===== config.mk =====
export PLATFORM = sky130hd
export DESIGN_NAME = lva_colout
export DESIGN_NICKNAME = d
export VERILOG_FILES = /design/src/design/lva_pkg.sv /design/src/design/lva_colout.sv
export SDC_FILE = /design/constraint.sdc
export NUM_CORES = 1
export LEC_CHECK = 0
export BUFFER_PORTS_ARGS = -buffer_cell sky130_fd_sc_hd__buf_2
export CORE_AREA = 4 4 252 254
export CTS_BUF_LIST = sky130_fd_sc_hd__clkbuf_8
export DETAILED_ROUTE_END_ITERATION = 8
export DIE_AREA = 0 0 256 258
export PLACE_DENSITY = 0.63
export SLEW_MARGIN = 10
export SYNTH_ARGS = -nofsm -noshare
export SYNTH_HDL_FRONTEND = slang
export SYNTH_SLANG_ARGS = --single-unit

===== constraint.sdc =====
create_clock -name clk -period 17.7 [get_ports clk]
set_input_delay 1.77 -clock clk [delete_from_list [all_inputs] [get_ports clk]]
set_output_delay 1.77 -clock clk [all_outputs]
set_load 0.03 [all_outputs]

===== src/design/lva_pkg.sv =====
`default_nettype none
package lva_pkg;

    localparam int SQRT_STEPS = 32;
    localparam int DIV_STEPS  = 31;
    // Stage indexes inside the normalization pipeline
    localparam int S_SUM     = 4;
    localparam int S_SQ_END  = S_SUM + SQRT_STEPS;
    localparam int S_DSET    = S_SQ_END + 1;
    localparam int S_DIV_END = S_DSET + DIV_STEPS;
    localparam int S_OUT     = S_DIV_END + 1;
    localparam int UNIT_LAT  = S_OUT + 1;

    localparam logic [31:0]        ONE_Q16  = 32'h0001_0000;
    localparam logic signed [63:0] ONE_Q30  = 64'sh4000_0000;
    localparam logic [1:0]         COL_LAST = 2'd3;

    typedef logic signed [31:0] v32_t [3];
    typedef logic signed [63:0] v64_t [3];
    typedef logic [31:0] mat_t [4][4];   // [column][row]

    typedef struct packed {
        logic [2:0][31:0] eye;
        logic [2:0][31:0] aux;
    } side_t;

    function automatic logic [62:0] mag63(input logic signed [63:0] v);
        logic [63:0] a;
        a = v[63] ? 64'(-v) : 64'(v);
        return a[62:0];
    endfunction

    // Right shift needed so that every magnitude drops below 2^31
    function automatic logic [5:0] norm_shift(input logic [62:0] v);
        logic [5:0] n;
        n = 6'd0;
        for (int i = 0; i < 63; i++)
        begin
            if (v[i])
            begin
                n = 6'(i + 1);
            end
        end
        return (n > 6'd31) ? 6'(n - 6'd31) : 6'd0;
    endfunction

    // Round to nearest, ties away from zero
    function automatic logic signed [63:0] rshr64(input logic signed [63:0] v, input int sh);
        logic [63:0] m;
        logic [63:0] r;
        m = v[63] ? 64'(-v) : 64'(v);
        r = (m + (64'd1 << (sh - 1))) >> sh;
        return v[63] ? -$signed(r) : $signed(r);
    endfunction

    function automatic logic signed [31:0] sat32(input logic signed [63:0] v);
        if (v > 64'sh7FFF_FFFF)
        begin
            return 32'sh7FFF_FFFF;
        end
        if (v < -64'sh8000_0000)
        begin
            return 32'sh8000_0000;
        end
        return v[31:0];
    endfunction

    function automatic logic signed [31:0] clamp_q30(input logic signed [63:0] v);
        if (v > ONE_Q30)
        begin
            return ONE_Q30[31:0];
        end
        if (v < -ONE_Q30)
        begin
            return 32'(-ONE_Q30);
        end
        return v[31:0];
    endfunction

endpackage
`default_nettype wire


===== src/design/lva_colout.sv =====
`default_nettype none
module lva_colout (
    input  wire logic          clk,
    input  wire logic          rst_n,
    input  wire logic          in_valid,
    input  wire lva_pkg::mat_t in_cols,
    output logic               en,
    input  wire logic          tready,
    output logic               tvalid,
    output logic [127:0]       tdata,
    output logic [1:0]         tuser,
    output logic               tlast
);

    lva_pkg::mat_t buf_reg;
    logic          full_reg;
    logic [1:0]    col_reg;

    // Advance the pipeline when the buffer is empty or its last column leaves
    assign en = !full_reg || (tready && (col_reg == lva_pkg::COL_LAST));

    always_ff @(posedge clk or negedge rst_n)
    begin
        if (!rst_n)
        begin
            full_reg <= 1'b0;
            col_reg  <= 2'd0;
        end
        else if (en)
        begin
            full_reg <= in_valid;
            col_reg  <= 2'd0;
        end
        else if (tready)
        begin
            col_reg <= col_reg + 2'd1;
        end
    end

    always_ff @(posedge clk)
    begin
        if (en)
        begin
            buf_reg <= in_cols;
        end
    end

    assign tvalid = full_reg;
    assign tuser  = col_reg;
    assign tlast  = (col_reg == lva_pkg::COL_LAST);
    assign tdata  = {buf_reg[col_reg][3], buf_reg[col_reg][2],
                     buf_reg[col_reg][1], buf_reg[col_reg][0]};

endmodule
`default_nettype wire


Word level (Yosys, flattened, before mapping)
Index checks and enable logic that the tools add are counted.

storage, ports and cells
  input port bits = 516
  bits in registers = 515
  output and inout port bits = 133
  word-level logic and storage cells = 31

cells by class
  reductions and logical operators = 4
  add/subtract/negate cells = 1
  equal/unequal tests = 1
  $lt $le $gt $ge = 1
  bitwise gates (word level) = 1
  muxes and demuxes = 5

operators with widths
  operator                                                  count
  binary-select mux 128 bit (select 2 bit)                  1
  2-to-1 mux 128 bit                                        2
  2-to-1 mux 2 bit                                          2
  greater-or-equal comparator 3 bit, second input constant  1
  inverter 2 -> 3 bit                                       1
  adder 2 x 1 -> 2 bit, second input constant               1
  == test 2 bit, second input constant                      1
  nonzero test 2 bit                                        1
  logical AND 1 bit                                         1
  zero test 1 bit                                           1
  logical OR 1 bit                                          1

Logic depth before layout (Yosys ltp)
  word-level depth = 4
  gate-level depth with buffers = 5
  gate-level depth less buffers = 3

Least setup slack after synthesis
No wires, ideal clock.

  kind = input to output
  start point = input port tready
  end point = output port en
  required time = 15.930 ns
  data arrival time = 12.691 ns
  cell stages on the path = 2
  slack = 3.239 ns
  path through = nand2_1 nand2_1

on the way
  cells in the longest elaborated chain, start to end = 2

RTL lines
  what                line              text
  start: declaration  lva_colout.sv:8   input wire logic tready,
  logical AND 1 bit   lva_colout.sv:20  assign en = !full_reg || (tready && (col_reg == lva_pkg::COL_LAST));
  logical OR 1 bit    lva_colout.sv:20
  end: declaration    lva_colout.sv:7   output logic en,

No other way between the ends.

Worst setup path in the final report
  start point = register col_reg[0] (netlist: tuser[0])
  end point = output port tdata[120]

on the way
  cells in the longest elaborated chain, start to end = 4

RTL lines
  what                                       line              text
  start: declaration                         lva_colout.sv:17  logic [1:0] col_reg;
  start signal: assignment                   lva_colout.sv:36  col_reg <= col_reg + 2'd1;
  inverter 2 -> 3 bit (implied by the code)  lva_colout.sv:51  assign tdata = {buf_reg[col_reg][3], buf_reg[col_reg][2],
  binary-select mux 128 bit (select 2 bit)   lva_colout.sv:51
  2-to-1 mux 128 bit (2 in series)           n/a
  end: declaration                           lva_colout.sv:10  output logic [127:0] tdata,

No other way between the ends. The select of a mux whose other input is x is not followed.

==> metrics.log <==
[metrics] result of the run: finished clean
[metrics] global router's overall resource usage: 14.2%
[metrics] number of sinks handled by clock tree synthesis: 515
[metrics] most frequent standard cell in the layout excluding fill and tap cells: buf_2
[metrics] data required time of the critical path: between 15 and 20 ns
[metrics] starting density of the core: 30.4%
[metrics] final critical-path required period: 5.43 ns
[metrics] die boundary height: 258 um
[metrics] final setup violation count: 0
[metrics] worst hold endpoint: tuser[0]$_DFFE_PN0P_
[metrics] share of async-settable or async-resettable flops after synthesis: less than 1%
[metrics] clock tree root buffer cell: clkbuf_8
[metrics] post-detailed-route via-to-cell ratio: around 4.5
[metrics] leading cell types in the layout, fill and taps excluded: 648 x buf_2, 512 x edfxtp_1, 128 x mux4_2
[metrics] largest fanout on the critical path: 34
[metrics] number of standard cells after synthesis: 682
[metrics] half-perimeter wire length of the detailed placement result: approximately 35000 um
[metrics] synthesized area per cell: approximately 27 sq um
[metrics] first-iteration detailed-routing DRC count: between 800 and 900
[metrics] power per cell area: approximately 160 nW/um^2
[metrics] total congestion overflow: 0
[metrics] Most used DFF post-synth: edfxtp_1
[metrics] weighted congestion at the end of routability-driven global placement: approximately 0.85
[metrics] vias in the first global route: 11400
[metrics] Row Count: 91
[metrics] Critical Path Sink Type: primary output
[metrics] total die area: around 66000 sq um
[metrics] area overhead of the layout relative to synthesis: 30.3%
[metrics] CTS tree: built
[metrics] count of state elements after synthesis: roughly 500
[metrics] number of nets in the layout: 1916
[metrics] number of port buffers: 648
[metrics] antenna violations before repair: 19
[metrics] number of primary I/O pins: 649
[metrics] remaining antenna violation count: 0
[metrics] clk slew on worst S/H paths: about 0.060 ns
[metrics] flop-to-flop setup slack: 12.71 ns
[metrics] number of nets in the synthesized netlist: between 1000 and 1500
[metrics] final number of hold-violating endpoints: 0
[metrics] aggregate routed wire length: 48200 um
[metrics] most area-hungry cell type in the Yosys netlist: edfxtp_1
[metrics] ratio of cells with drive above 1 in the final layout: 61.4%
[metrics] via count: 10100
[metrics] Netlist Area Pre-Place: 18600 sq um
[metrics] actual transition at the worst max-transition pin: 1.04 ns
[metrics] Core Area: 61300 sq um
[metrics] max-slew violation count: 0
[metrics] endpoint of the most critical register-to-register path: buf_reg[441]$_DFFE_PP_
[metrics] final cycle utilization of the critical path: between 30% and 40%
[metrics] global-route wire length before repair: around 70000 um
[metrics] LEAKAGE: 8.98 nW
[metrics] max_cap viols: 0
[metrics] clock tree skew after final layout: between 0.03 and 0.04 ns
[metrics] utilization after layout: 39.6%
[metrics] number of buffers inserted for hold repair after clock tree synthesis: 0
[metrics] H-tree depth: 3
[metrics] Hold Startpoint: tvalid$_DFFE_PN0P_
[metrics] ranking of synthesized cells by area: edfxtp_1 83%, mux4_2 15%, buf_6 0.60%
[metrics] part of the Yosys area used for sequential elements: 83.0%
[metrics] filler instances: 5612
[metrics] worst-case clock buffer depth: 3
[metrics] path depth of the worst reg2reg path: 6
[metrics] area share of the leading cell type in the synthesized netlist: 82.6%
[metrics] remaining routing DRC violations: 0
[metrics] cell depth of the worst hold path: 1
[metrics] launch point of the worst reg-to-reg path: tuser[1]$_DFFE_PN0P_
[metrics] flip-flop count of the largest register, all copies and words added: just over 500
[metrics] setup repair after global routing missed its margin: false
[metrics] count of distinct cell types in the synthesized netlist: 19
[metrics] clock insertion delay at the later pin of the skew report: 0.64 ns
[metrics] summed negative setup slack over all endpoints: 0 ns
[metrics] highest ir drop seen on vdd: 0.106 mV
[metrics] number of flops mapped to enable cells by yosys: about 500
[metrics] critical setup path kind: reg -> out
[metrics] launching element type of the critical path: register
[metrics] worst relative slew slack: a little under a third
[metrics] pin count of the biggest net entering global routing: 181
[metrics] number of iterations in the first detailed-routing pass: 4
[metrics] post-CTS setup buffer count: 0
[metrics] quantity of gates resized following cts: 0
[metrics] Max Clock Freq: 184 MHz
[metrics] routed len/inst: 21.4 um
[metrics] Synth warnings: 0
[metrics] number of clock buffers inserted by TritonCTS: 86
[metrics] worst endpoint data arrival time: roughly 3.7 ns
[metrics] worst min-delay path class: reg -> reg
[metrics] DIE WIDTH: about 260 um
## worst max-delay path by stage
stage                         start  depth (start not counted)                     end
6_report       tuser[0]$_DFFE_PN0P_                          4              tdata[120]
5_1_grt        tuser[0]$_DFFE_PN0P_                          4              tdata[120]
4_1_cts        tuser[0]$_DFFE_PN0P_                          4              tdata[120]
3_5_place_dp                 tready                          6  buf_reg[338]$_DFFE_PP_
3_3_place_gp                 tready                          6   buf_reg[41]$_DFFE_PP_
2_1_floorplan                tready                          2                      en
## routing by layer
| metal | global-route usage, % | share of wire (%) |
|---|---|---|
| met1 | 15.4 | 35 |
| met5 | 0 | 0.20 |
| met4 | 4.97 | 2.4 |
| met2 | 24.6 | 52 |
| met3 | 6.56 | 10 |
## cell type report
cell class	count	area, sq um	share of cell area, %
Sequential cell	515	15500	63.7
Timing Repair Buffer	658	3330	13.7
Multi-Input combinational cell	138	2960	12.2
Clock buffer	88	1210	4.99
Tap cell	790	988	4.07
Clock inverter	58	297	1.22
Antenna cell	8	20.0	0.0825
## power breakdown
group          internal (W)  switching [W]  total, W
Combinational      0.000466       0.000832   0.00130
Sequential          0.00163      0.0000859   0.00172
Clock              0.000478       0.000464  0.000942
## cells in the mapped netlist, types with 2 or more instances
master / n
mux4_2: 128
nand2_1: 2
edfxtp_1: 512
buf_2: 13
dfrtp_1: 3
buf_6: 10
buf_4: 2
## through the flow
step	worst slack, ns	std cells	hold WS [ns]	area [sq um]	total power, W
after floorplan	3.24	682	0.689	18600	0.00285
after global placement	12.17	2101	0.607	22700	0.00305
after detailed placement	12.01	2101	0.616	22700	0.00307
after CTS	11.96	2247	0.635	24200	0.00404
after global routing	11.84	2254	0.662	24300	0.00417
final	12.27	2255	0.641	24300	0.00396
## worst max-delay path: stages, from the launching register on
cell,delay (ns)
dfrtp_4,0.73
buf_4,0.62
buf_4,0.70
mux4_2,0.68
buf_2,0.22
## cells by family after synthesis
kind of cell,share of synthesized area [%]
adders and majority gates,0.0672
DFF,83.0
and+or+nand+nor,0.188
AOI/OAI and AO/OA,0.121
buffers and inverters,1.18
muxes,15.5
No activity file was read; power rests on OpenSTA's default activity.
